===== src/rtl/kce_pkg.sv =====
// Shared constants, types and cell control bundle for the k-combination enumerator.
package kce_pkg;

    localparam int MAX_ITEMS = 64;
    localparam int IDX_W     = $clog2(MAX_ITEMS + 1);
    localparam int POS_W     = $clog2(MAX_ITEMS);

    typedef enum logic [1:0] {
        TAG_KEEP,
        TAG_BUMP,
        TAG_FOLLOW,
        TAG_FIRST
    } tag_t;

    typedef enum logic [1:0] {
        CELL_HOLD,
        CELL_LOAD,
        CELL_PREP,
        CELL_SHIFT
    } cell_op_t;

    typedef struct packed {
        cell_op_t         op;
        logic [IDX_W-1:0] k;
        logic [IDX_W-1:0] base;
        logic             final_sub;
        logic [IDX_W-1:0] tail_value;
    } cell_ctrl_t;

endpackage


===== src/rtl/k_combination_enumerator.sv =====
// Top level of the k-combination enumerator: register port, sequencer and output register.
// An accepted request passes through the prepare state and the emit state to the output register.
// A request gives one index per cycle while the receiver is ready, as the subset
// rotates once through the cell chain; a bad setting gives its single beat from the bad state.
// Reset (synchronous, active low) sets N to 8 and K to 3 and marks the subset unloaded,
// so the next request starts at the first subset; there is no clearing pass.
module k_combination_enumerator import kce_pkg::*; (
    input  logic        aclk,
    input  logic        aresetn,
    input  logic        psel,
    input  logic        penable,
    input  logic        pwrite,
    input  logic [2:0]  paddr,
    input  logic [31:0] pwdata,
    output logic [31:0] prdata,
    output logic        pready,
    input  logic        s_tvalid,
    output logic        s_tready,
    input  logic [7:0]  s_tdata,   // [0] restart, [7:1] zero
    output logic        m_tvalid,
    input  logic        m_tready,
    output logic [7:0]  m_tdata,   // [6:0] item_index, [7] zero
    output logic        m_tlast,
    output logic [1:0]  m_tuser    // [0] final_subset, [1] bad_setting
);

    typedef enum logic [1:0] {
        ST_IDLE,
        ST_PREP,
        ST_EMIT,
        ST_BAD
    } state_t;

    state_t           state_reg, state_next;
    logic [IDX_W-1:0] item_count_reg, item_count_next;
    logic [IDX_W-1:0] subset_size_reg, subset_size_next;
    logic             loaded_reg, loaded_next;
    logic             final_reg, final_next;
    logic [IDX_W-1:0] cnt_reg, cnt_next;
    logic             m_valid_reg, m_valid_next;
    logic [IDX_W-1:0] m_index_reg, m_index_next;
    logic             m_last_reg, m_last_next;
    logic             m_final_reg, m_final_next;
    logic             m_bad_reg, m_bad_next;

    logic             cfg_write;
    logic             in_beat;
    logic             slot_free;
    logic [IDX_W-1:0] n_eff;
    logic             bad;
    cell_op_t         op;
    logic [IDX_W-1:0] head_value;
    logic             final_sub;

    assign pready    = 1'b1;
    assign cfg_write = psel && penable && pwrite;
    assign prdata    = paddr[2] ? {{(32 - IDX_W){1'b0}}, subset_size_reg}
                                : {{(32 - IDX_W){1'b0}}, item_count_reg};

    assign n_eff = (item_count_reg > IDX_W'(MAX_ITEMS)) ? IDX_W'(MAX_ITEMS) : item_count_reg;
    assign bad   = (subset_size_reg == '0) || (n_eff == '0) || (subset_size_reg > n_eff);

    assign s_tready  = (state_reg == ST_IDLE);
    assign in_beat   = s_tvalid && s_tready;
    assign slot_free = !m_valid_reg || m_tready;

    always_comb begin
        state_next       = state_reg;
        item_count_next  = item_count_reg;
        subset_size_next = subset_size_reg;
        loaded_next      = loaded_reg;
        final_next       = final_reg;
        cnt_next         = cnt_reg;
        m_valid_next     = m_valid_reg && !m_tready;
        m_index_next     = m_index_reg;
        m_last_next      = m_last_reg;
        m_final_next     = m_final_reg;
        m_bad_next       = m_bad_reg;
        op               = CELL_HOLD;

        if (cfg_write) begin
            if (paddr[2]) begin
                subset_size_next = pwdata[IDX_W-1:0];
            end else begin
                item_count_next = pwdata[IDX_W-1:0];
            end
            loaded_next = 1'b0;
        end

        unique case (state_reg)
            ST_IDLE: begin
                if (in_beat) begin
                    if (bad) begin
                        loaded_next = 1'b0;
                        state_next  = ST_BAD;
                    end else begin
                        if (s_tdata[0] || !loaded_reg) begin
                            op          = CELL_LOAD;
                            loaded_next = 1'b1;
                        end
                        state_next = ST_PREP;
                    end
                end
            end
            ST_PREP: begin
                op         = CELL_PREP;
                final_next = final_sub;
                cnt_next   = '0;
                state_next = ST_EMIT;
            end
            ST_EMIT: begin
                if (slot_free) begin
                    op           = CELL_SHIFT;
                    m_valid_next = 1'b1;
                    m_index_next = head_value;
                    m_last_next  = (cnt_reg == subset_size_reg - IDX_W'(1));
                    m_final_next = final_reg;
                    m_bad_next   = 1'b0;
                    cnt_next     = cnt_reg + IDX_W'(1);
                    if (cnt_reg == subset_size_reg - IDX_W'(1)) begin
                        state_next = ST_IDLE;
                    end
                end
            end
            ST_BAD: begin
                if (slot_free) begin
                    m_valid_next = 1'b1;
                    m_index_next = '0;
                    m_last_next  = 1'b1;
                    m_final_next = 1'b0;
                    m_bad_next   = 1'b1;
                    state_next   = ST_IDLE;
                end
            end
            default: begin
                state_next = ST_IDLE;
            end
        endcase
    end

    always_ff @(posedge aclk) begin
        if (!aresetn) begin
            state_reg       <= ST_IDLE;
            item_count_reg  <= IDX_W'(8);
            subset_size_reg <= IDX_W'(3);
            loaded_reg      <= 1'b0;
            m_valid_reg     <= 1'b0;
        end else begin
            state_reg       <= state_next;
            item_count_reg  <= item_count_next;
            subset_size_reg <= subset_size_next;
            loaded_reg      <= loaded_next;
            m_valid_reg     <= m_valid_next;
        end
        final_reg   <= final_next;
        cnt_reg     <= cnt_next;
        m_index_reg <= m_index_next;
        m_last_reg  <= m_last_next;
        m_final_reg <= m_final_next;
        m_bad_reg   <= m_bad_next;
    end

    kce_chain u_chain (
        .aclk        (aclk),
        .op          (op),
        .item_count  (n_eff),
        .subset_size (subset_size_reg),
        .head_value  (head_value),
        .final_sub   (final_sub)
    );

    assign m_tvalid = m_valid_reg;
    assign m_tdata  = {{(8 - IDX_W){1'b0}}, m_index_reg};
    assign m_tlast  = m_last_reg;
    assign m_tuser  = {m_bad_reg, m_final_reg};

endmodule


===== src/rtl/kce_cell.sv =====
// One cell of the chain: holds one selected index of the current subset and its advance tag.
module kce_cell import kce_pkg::*; (
    input  logic             aclk,
    input  logic [POS_W-1:0] pos,
    input  cell_ctrl_t       ctrl,
    input  logic [IDX_W-1:0] nbr_value,
    input  tag_t             nbr_tag,
    input  logic             nbr_at_max,
    output logic [IDX_W-1:0] value,
    output tag_t             tag,
    output logic             at_max
);

    logic [IDX_W-1:0] value_reg, value_next;
    tag_t             tag_reg, tag_next;
    logic             active;
    logic             is_tail;
    logic [IDX_W:0]   limit;

    assign active  = IDX_W'(pos) < ctrl.k;
    assign is_tail = IDX_W'(pos) == (ctrl.k - IDX_W'(1));
    assign limit   = {1'b0, ctrl.base} + (IDX_W + 1)'(pos);
    assign at_max  = !active || ({1'b0, value_reg} == limit);

    always_comb begin
        value_next = value_reg;
        tag_next   = tag_reg;
        unique case (ctrl.op)
            CELL_HOLD: begin
            end
            CELL_LOAD: begin
                value_next = IDX_W'(pos) + IDX_W'(1);
            end
            CELL_PREP: begin
                if (ctrl.final_sub) begin
                    tag_next = (pos == '0) ? TAG_FIRST : TAG_FOLLOW;
                end else if (at_max) begin
                    tag_next = TAG_FOLLOW;
                end else if (nbr_at_max) begin
                    tag_next = TAG_BUMP;
                end else begin
                    tag_next = TAG_KEEP;
                end
            end
            CELL_SHIFT: begin
                if (active) begin
                    if (is_tail) begin
                        value_next = ctrl.tail_value;
                        tag_next   = TAG_KEEP;
                    end else begin
                        value_next = nbr_value;
                        tag_next   = nbr_tag;
                    end
                end
            end
            default: begin
            end
        endcase
    end

    always_ff @(posedge aclk) begin
        value_reg <= value_next;
        tag_reg   <= tag_next;
    end

    assign value = value_reg;
    assign tag   = tag_reg;

endmodule


===== src/rtl/kce_chain.sv =====
// Row of index cells with the rotation feedback that rewrites each index as it re-enters the tail.
module kce_chain import kce_pkg::*; (
    input  logic             aclk,
    input  cell_op_t         op,
    input  logic [IDX_W-1:0] item_count,
    input  logic [IDX_W-1:0] subset_size,
    output logic [IDX_W-1:0] head_value,
    output logic             final_sub
);

    logic [IDX_W-1:0] cell_value [MAX_ITEMS];
    tag_t             cell_tag   [MAX_ITEMS];
    logic             cell_max   [MAX_ITEMS];
    cell_ctrl_t       ctrl;
    logic [IDX_W-1:0] prev_reg, prev_next;
    logic [IDX_W-1:0] reinsert;

    always_comb begin
        unique case (cell_tag[0])
            TAG_KEEP:   reinsert = cell_value[0];
            TAG_BUMP:   reinsert = cell_value[0] + IDX_W'(1);
            TAG_FOLLOW: reinsert = prev_reg + IDX_W'(1);
            TAG_FIRST:  reinsert = IDX_W'(1);
            default:    reinsert = cell_value[0];
        endcase
        prev_next = (op == CELL_SHIFT) ? reinsert : prev_reg;
    end

    always_ff @(posedge aclk) begin
        prev_reg <= prev_next;
    end

    assign ctrl.op         = op;
    assign ctrl.k          = subset_size;
    assign ctrl.base       = item_count - subset_size + IDX_W'(1);
    assign ctrl.final_sub  = cell_max[0];
    assign ctrl.tail_value = reinsert;

    for (genvar i = 0; i < MAX_ITEMS; i++) begin : g_cell
        if (i == MAX_ITEMS - 1) begin : g_end
            kce_cell u_cell (
                .aclk       (aclk),
                .pos        (POS_W'(i)),
                .ctrl       (ctrl),
                .nbr_value  ('0),
                .nbr_tag    (TAG_KEEP),
                .nbr_at_max (1'b1),
                .value      (cell_value[i]),
                .tag        (cell_tag[i]),
                .at_max     (cell_max[i])
            );
        end else begin : g_mid
            kce_cell u_cell (
                .aclk       (aclk),
                .pos        (POS_W'(i)),
                .ctrl       (ctrl),
                .nbr_value  (cell_value[i+1]),
                .nbr_tag    (cell_tag[i+1]),
                .nbr_at_max (cell_max[i+1]),
                .value      (cell_value[i]),
                .tag        (cell_tag[i]),
                .at_max     (cell_max[i])
            );
        end
    end

    assign head_value = cell_value[0];
    assign final_sub  = cell_max[0];

endmodule


===== config.mk =====
export PLATFORM = sky130hd
export DESIGN_NAME = k_combination_enumerator
export DESIGN_NICKNAME = d
export VERILOG_FILES = /design/src/rtl/kce_pkg.sv /design/src/rtl/k_combination_enumerator.sv /design/src/rtl/kce_cell.sv /design/src/rtl/kce_chain.sv
export SDC_FILE = /design/constraint.sdc
export NUM_CORES = 2
export LEC_CHECK = 0
export ABC_AREA = 1
export ABC_CLOCK_PERIOD_IN_PS = 5400
export BUFFER_PORTS_ARGS = -buffer_cell sky130_fd_sc_hd__buf_2
export CORE_MARGIN = 2
export CORE_UTILIZATION = 60
export CTS_BUF_LIST = sky130_fd_sc_hd__clkbuf_16
export DETAILED_ROUTE_END_ITERATION = 8
export PLACE_DENSITY = 0.82
export SYNTH_ARGS = -nofsm -noshare
export SYNTH_HDL_FRONTEND = slang
export SYNTH_SLANG_ARGS = --single-unit

===== constraint.sdc =====
create_clock -name aclk -period 5.4 [get_ports aclk]
set_clock_uncertainty 0.2 [all_clocks]
set_input_delay 0.54 -clock aclk [delete_from_list [all_inputs] [get_ports aclk]]
set_output_delay 0.54 -clock aclk [all_outputs]
set_load 0.02 [all_outputs]

-- Word-level counts from Yosys, hierarchy flattened
Index checks and enable logic that the tools add are counted.
- bitwise logic cells: 1
- add/sub/neg operators: 69
- mux-type cells: 606
- order comparisons: 66
- equality and inequality tests: 205
- reductions and logical operators: 282
- operators with widths (kind ; count):
    two-way mux 7 bit ; 133
    case mux 7 bit (2 select lines) ; 66
    two-way mux 2 bit ; 260
    equality test 7 x 8 -> 1 bit ; 63
    AND reduction 2 bit ; 131
    adder 7 x 6 -> 8 bit (second input constant) ; 32
    case mux 2 bit (2 select lines) ; 64
    equality test 6 x 7 -> 1 bit (first input constant) ; 32
    less-than comparator 6 x 7 -> 1 bit (first input constant) ; 32
    != test 2 bit (second input constant) ; 67
    adder 7 x 5 -> 8 bit (second input constant) ; 16
    equality test 5 x 7 -> 1 bit (first input constant) ; 16
    less-than comparator 5 x 7 -> 1 bit (first input constant) ; 16
    two-way mux 1 bit ; 77
    logical OR 1 bit ; 68
    zero test 1 bit ; 67
    adder 7 x 4 -> 8 bit (second input constant) ; 8
    equality test 4 x 7 -> 1 bit (first input constant) ; 8
    less-than comparator 4 x 7 -> 1 bit (first input constant) ; 8
    adder 7 x 3 -> 8 bit (second input constant) ; 4
    adder 7 x 1 -> 7 bit (second input constant) ; 4
    equality test 3 x 7 -> 1 bit (first input constant) ; 4
    less-than comparator 3 x 7 -> 1 bit (first input constant) ; 4
    case mux 7 bit (4 select lines) ; 1
    other kinds (25) ; 48
- word-level logic and storage cells: 1369
- register bits: 619
- input port bits: 50
- output and inout port bits: 46

-- Longest topological paths before layout
- depth in word-level cells: 11
- mapped depth: 30
- gate-level depth less buffers: 27

-- By module
A second synthesis with hierarchy kept.
- cell total of the unflattened synthesis: 14022
- area, all modules: 92212.2 um2
- by module, submodules not included (module ; cells an instance ; area an instance (um2) ; times used ; seq. area each (um2)):
    kce_cell (u_chain.g_cell[21].g_mid.u_cell ...) ; 211 ; 1380.1 ; 42 ; 270.3
    kce_cell (u_chain.g_cell[0].g_mid.u_cell ...) ; 214 ; 1410.1 ; 21 ; 270.3
    k_combination_enumerator ; 318 ; 2273.4 ; 1 ; 900.9
    kce_cell (u_chain.g_cell[37].g_mid.u_cell) ; 208 ; 1386.3 ; 1 ; 270.3
    kce_chain ; 140 ; 977.2 ; 1 ; 210.2

-- Least setup slack after synthesis
OpenSTA, ideal clock, no wires.
- kind: register to register
- from: register item_count_reg[1]
- to: register u_chain.g_cell[56].g_mid.u_cell.tag_reg[0], data pin
- cell stages (with the launch flop): 26
- required time: 4935 ps
- data arrival time: 4090 ps
- setup time: 265 ps
- slack: 845 ps
- period minus slack after synthesis: 4555 ps
- path buffers: 2
- cells stage by stage: dfxtp_1 -> nor4_1 -> nand3_1 -> nand2_1 -> nand2_1 -> ha_1 -> inv_1 -> ha_1 -> inv_1 -> fa_1 -> inv_1 -> clkbuf_1 -> ha_1 -> clkbuf_2 -> nand2_1 -> inv_1 -> nand2_1 -> nand2_2 -> inv_1 -> or2_2 -> nand3_1 -> nor2_1 -> nand2_1 -> nor2_1 -> a21boi_1 -> o21ai_0
- word-level cells in the longest chain between the ends: 11
- elaborated cells on any way between the ends: 25
- classes of those cells: add/sub: 4; order compare: 2; eq/ne: 5; mux: 8; reduce/logical: 6
- ends and longest elaborated chain (what ; RTL line ; RTL):
    from (decl) ; k_combination_enumerator.sv:35 ; logic [IDX_W-1:0] item_count_reg, item_count_next;
    from (signal assigned) ; k_combination_enumerator.sv:150 ; item_count_reg <= item_count_next;
    > comparator 7 bit ; k_combination_enumerator.sv:60 ; assign n_eff = (item_count_reg > IDX_W'(MAX_ITEMS)) ? IDX_W'(MAX_ITEMS) : item_count_reg;
    two-way mux 7 bit * ; k_combination_enumerator.sv:60 ;
    subtractor 7 bit ; kce_chain.sv:35 ; assign ctrl.base = item_count - subset_size + IDX_W'(1);
    adder 7 x 1 -> 7 bit ; kce_chain.sv:35 ;
    adder 7 x 6 -> 8 bit ; kce_cell.sv:22 ; assign limit = {1'b0, ctrl.base} + (IDX_W + 1)'(pos);
    equality test 7 x 8 -> 1 bit ; kce_cell.sv:23 ; assign at_max = !active || ({1'b0, value_reg} == limit);
    logical OR 1 bit ; kce_cell.sv:23 ;
    two-way mux 1 bit ; kce_cell.sv:39 ; end else if (nbr_at_max) begin
    two-way mux 2 bit ; kce_cell.sv:37 ; end else if (at_max) begin
    two-way mux 2 bit ; kce_cell.sv:35 ; if (ctrl.final_sub) begin
    case mux 2 bit (2 select lines) * ; kce_cell.sv:28 ; unique case (ctrl.op)
    via u_chain.g_cell[56].g_mid.u_cell.tag_next[0] ; kce_cell.sv:15 ; tag_t tag_reg, tag_next;
    to (signal assigned) ; kce_cell.sv:63 ; tag_reg <= tag_next;
    to (decl) ; kce_cell.sv:15 ;
Mark *: on every way through the listed nets, which the timed path passes. The rest lies on a longest branch.
A chain may end at the register's enable or synchronous reset.

-- Final worst setup path
- from: register item_count_reg[1]
- to: register u_chain.g_cell[47].g_mid.u_cell.tag_reg[0], data pin
- word-level cells in the longest chain between the ends: 11
- elaborated cells on any way between the ends: 25
- classes of those cells: add/sub: 4; order compare: 2; eq/ne: 5; mux: 8; reduce/logical: 6
- ends and longest elaborated chain (what ; RTL line):
    > comparator 7 bit ; k_combination_enumerator.sv:60
    two-way mux 7 bit * ; k_combination_enumerator.sv:60
    subtractor 7 bit ; kce_chain.sv:35
    adder 7 x 1 -> 7 bit ; kce_chain.sv:35
    adder 7 x 6 -> 8 bit ; kce_cell.sv:22
    equality test 7 x 8 -> 1 bit ; kce_cell.sv:23
    logical OR 1 bit ; kce_cell.sv:23
    two-way mux 1 bit ; kce_cell.sv:39
    two-way mux 2 bit ; kce_cell.sv:37
    two-way mux 2 bit ; kce_cell.sv:35
    case mux 2 bit (2 select lines) * ; kce_cell.sv:28
    via u_chain.g_cell[47].g_mid.u_cell.tag_next[0] ; kce_cell.sv:15
    to (signal assigned) ; kce_cell.sv:63
    to (decl) ; kce_cell.sv:15
Marks and branches as above.

==> summary.md <==
| Metric | Value |
|---|---|
| Status | finished, violations left |
| Failing checks | design-rule violations |
| Initial antenna violation count | 4 |
| Wire length of the first global-routing pass | 222000 um |
| Biggest area consumer among synthesized cells | edfxtp_1 |
| Post-synth EDFFs | 601 |
| Max FO, Critical Path | 16 |
| Max reg flops | 441 |
| Placed cell area | 41200 um^2 |
| Max-cap violations | 0 |
| # port buffers | 34 |
| Drt pass-1 iters | 9 |
| DRC Markers | 3 |
| Cell area after layout | 43300 um^2 |
| # IOs | 96 |
| CP startpoint kind | flop |
| Cells after Synth | 5147 |
| Post-synthesis sequential area ratio | 0.458 |
| Num CTS Buffers | 69 |
| P_leak | 18.3 nW |
| FMAX | 191 MHz |
| Rows | 94 |
| Main flop type after synthesis | edfxtp_1 |
| Synth-to-Final Area Change | 7.72% |
| Gpl congestion | 1.04 |
| Sw Share | 0.395 |
| CTS root buf | clkbuf_16 |
| Worst-skew pair later-pin latency | 0.64 ns |
| Top post-synthesis cells by area | edfxtp_1, nand2_1, nand3_1 |
| Pre-CTS WS | 0.264 ns |
| Fraction of registers with async set/reset | 0 |
| Clock power frac | 0.277 |
| Post-synth top cells | nand2_1, edfxtp_1, nand3_1 |
| Mean routed wirelength per cell | 25.7 um |
| Die area | 69000 um^2 |
| Via count | 38800 |
| Comb power frac | 0.328 |
| Critical Setup Path Class | reg2reg |
| Worst min-delay path class | in2reg |
| Syn Area/Cell | 7.80 um^2 |
| Routed wire length | 155000 um |
| Share of layout cells above drive strength 1 | 0.0833 |
| Clk buf depth | 3 |
| Met3 Use GR | 0.141 |
| RSZ-0062 raised after global routing | false |
| CTS tree | built |
| Final Util | 0.656 |
| Final HPWL DP | 106000 um |
| Post-synth top area share | 0.449 |
| Fin Setup TNS | 0 ns |
| Final ANT Viol Nets | 0 |
| Psw | 0.00640 W |
| Remaining Overflow, GRT | 0 |
| Critical path capture point type | flop |
| Final nets | 5186 |
| GR Util met1 | 0.556 |
| Setup slack after layout | 0.165 ns |
| Die extent in x | 263 um |
| VDD IR-drop max | 0.381 mV |
| Clk pin slew, worst setup/hold paths | 0.06 ns |
| GRT Total Usage | 0.435 |
| Slew Limit Headroom | 0.112 |
| Slew @ Worst Pin | 1.33 ns |
| Most common cell in the netlist | nand2_1 |
| Worst Path Arrival | 5.39 ns |
| Vias in the first global route | 35100 |
| Mapped Area | 40200 um^2 |
| FILL cells | 5507 |
| Global route hottest layer | met2 |
| Final setup vio count | 0 |
| Post-synth cell types | 54 |
| Initial core utilization | 0.609 |
| Seq cells post-synth | 619 |
| Required time of the critical path | 5.55 ns |
| Pins over their slew limit | 0 |
| Final period util | 0.969 |
| Area of the core | 66000 um^2 |
| Seq pwr share | 0.395 |
| DRT iter0 DRCs | 6548 |
| CTS H-tree depth | 3 |
| Syn. warnings | 0 |
| GR Util met2 | 0.627 |
| Hold Slack | 0.0160 ns |
| Int Pwr | 0.00981 W |
| Largest net degree at the start of global routing | 152 |
| Vias per Instance | 6.47 |
| Final Hold Fails | 0 |
| # clock sinks | 619 |
| Minimum clock period | 5.23 ns |
| Die height | 263 um |
| PwrDens | 375 nW/um^2 |
==> power by group through the flow <==
| stage | combinational (W) | sequential, W | clock (W) |
|---|---|---|---|
| 2_1_floorplan | 0.00314 | 0.00629 | 0 |
| 3_3_place_gp | 0.00488 | 0.00645 | 0 |
| 3_5_place_dp | 0.00497 | 0.00646 | 0 |
| 4_1_cts | 0.00500 | 0.00637 | 0.00444 |
| 5_1_grt | 0.00553 | 0.00641 | 0.00461 |
| 6_report | 0.00531 | 0.00640 | 0.00449 |
==> kinds of logic (layout without fill, tap and decap cells) <==
group                      Yosys count  after routing  synth area share
other                                2             29          0.000187
AOI/OAI and AO/OA                  918            918             0.123
and+or+nand+nor                   2557           2557             0.274
DFF                                619            619             0.458
adders and majority gates           44             44            0.0139
xor gates and xnor gates           227            227            0.0501
buffers and inverters              780            743            0.0803
==> per-layer routing <==
metal / routed length (um) / up-vias / part of all wire
met1: 52800 / 17600 / 0.34
met3: 25700 / 834 / 0.17
li1: - / 17000 / -
met4: 13600 / 6 / 0.088
met2: 62400 / 3379 / 0.40
met5: 35 / - / 0.00023
==> critical path, cell delays in order (launching register included) <==
cell and delay [ns]:
dfxtp_1 0.34, nor4_1 0.30, nand3_1 0.15, nand2_1 0.10
nand2_1 0.09, ha_1 0.31, inv_1 0.06, ha_2 0.72
inv_1 0.31, ha_1 0.35, inv_1 0.37, nand2_1 0.11
nand2_1 0.14, buf_12 0.25, xor2_1 0.09, nor3_1 0.24
nand2_1 0.08, nor2_1 0.11, o21ai_0 0.09, nor2_1 0.09
nand3_1 0.08, nand2_1 0.19, o21ai_0 0.16
==> layout make-up <==
cell class	count	area, um^2	share of cell area
Antenna cell	2	5.00	0.000116
Sequential cell	619	18400	0.425
Multi-Input combinational cell	3773	18800	0.433
Clock buffer	71	1780	0.0411
Tap cell	864	1080	0.0250
Timing Repair Buffer	154	1190	0.0275
Inverter	475	1800	0.0415
Clock inverter	43	260	0.00601
==> final timing paths <==
kind,startpoint,to,slack (ns),depth (start not counted)
worst max-delay path,item_count_reg[1],u_chain.g_cell[47].g_mid.u_cell.tag[0],0.17,22
worst min-delay path,pwdata[2],subset_size_reg[2],0.02,3
worst max register to register,item_count_reg[1],u_chain.g_cell[47].g_mid.u_cell.tag[0],0.17,22
worst min register to register,loaded_reg,loaded_reg,0.28,2
==> cells in the final DEF, fill, tap and decap left out, drive strengths merged, types with 108 or more instances in the layout <==
| cell | synthesis | layout |
|---|---|---|
| nand2 | 1564 | 1564 |
| edfxtp | 601 | 601 |
| inv | 471 | 487 |
| nand3 | 443 | 443 |
| a21oi | 426 | 426 |
| nor2 | 367 | 367 |
| o21ai | 359 | 359 |
| buf | 157 | 152 |
| xor2 | 135 | 135 |
| o211ai | 108 | 108 |
==> repair_timing <==
item / 4_1_cts / 5_1_grt
setup buffers: 0 / 2
endpoints found under the hold margin: 3 / 0
hold buffers: 2 / 0
resized for setup: 0 / 8
setup endpoints to repair: 0 / 64
==> stage by stage <==
stage / power (W) / std cells
floorplan: 0.00943 / 5172
global placement: 0.0113 / 5881
detailed placement: 0.0114 / 5881
CTS: 0.0158 / 5997
global route: 0.0166 / 5999
finish: 0.0162 / 6001
(Power assumes the default switching activity.)
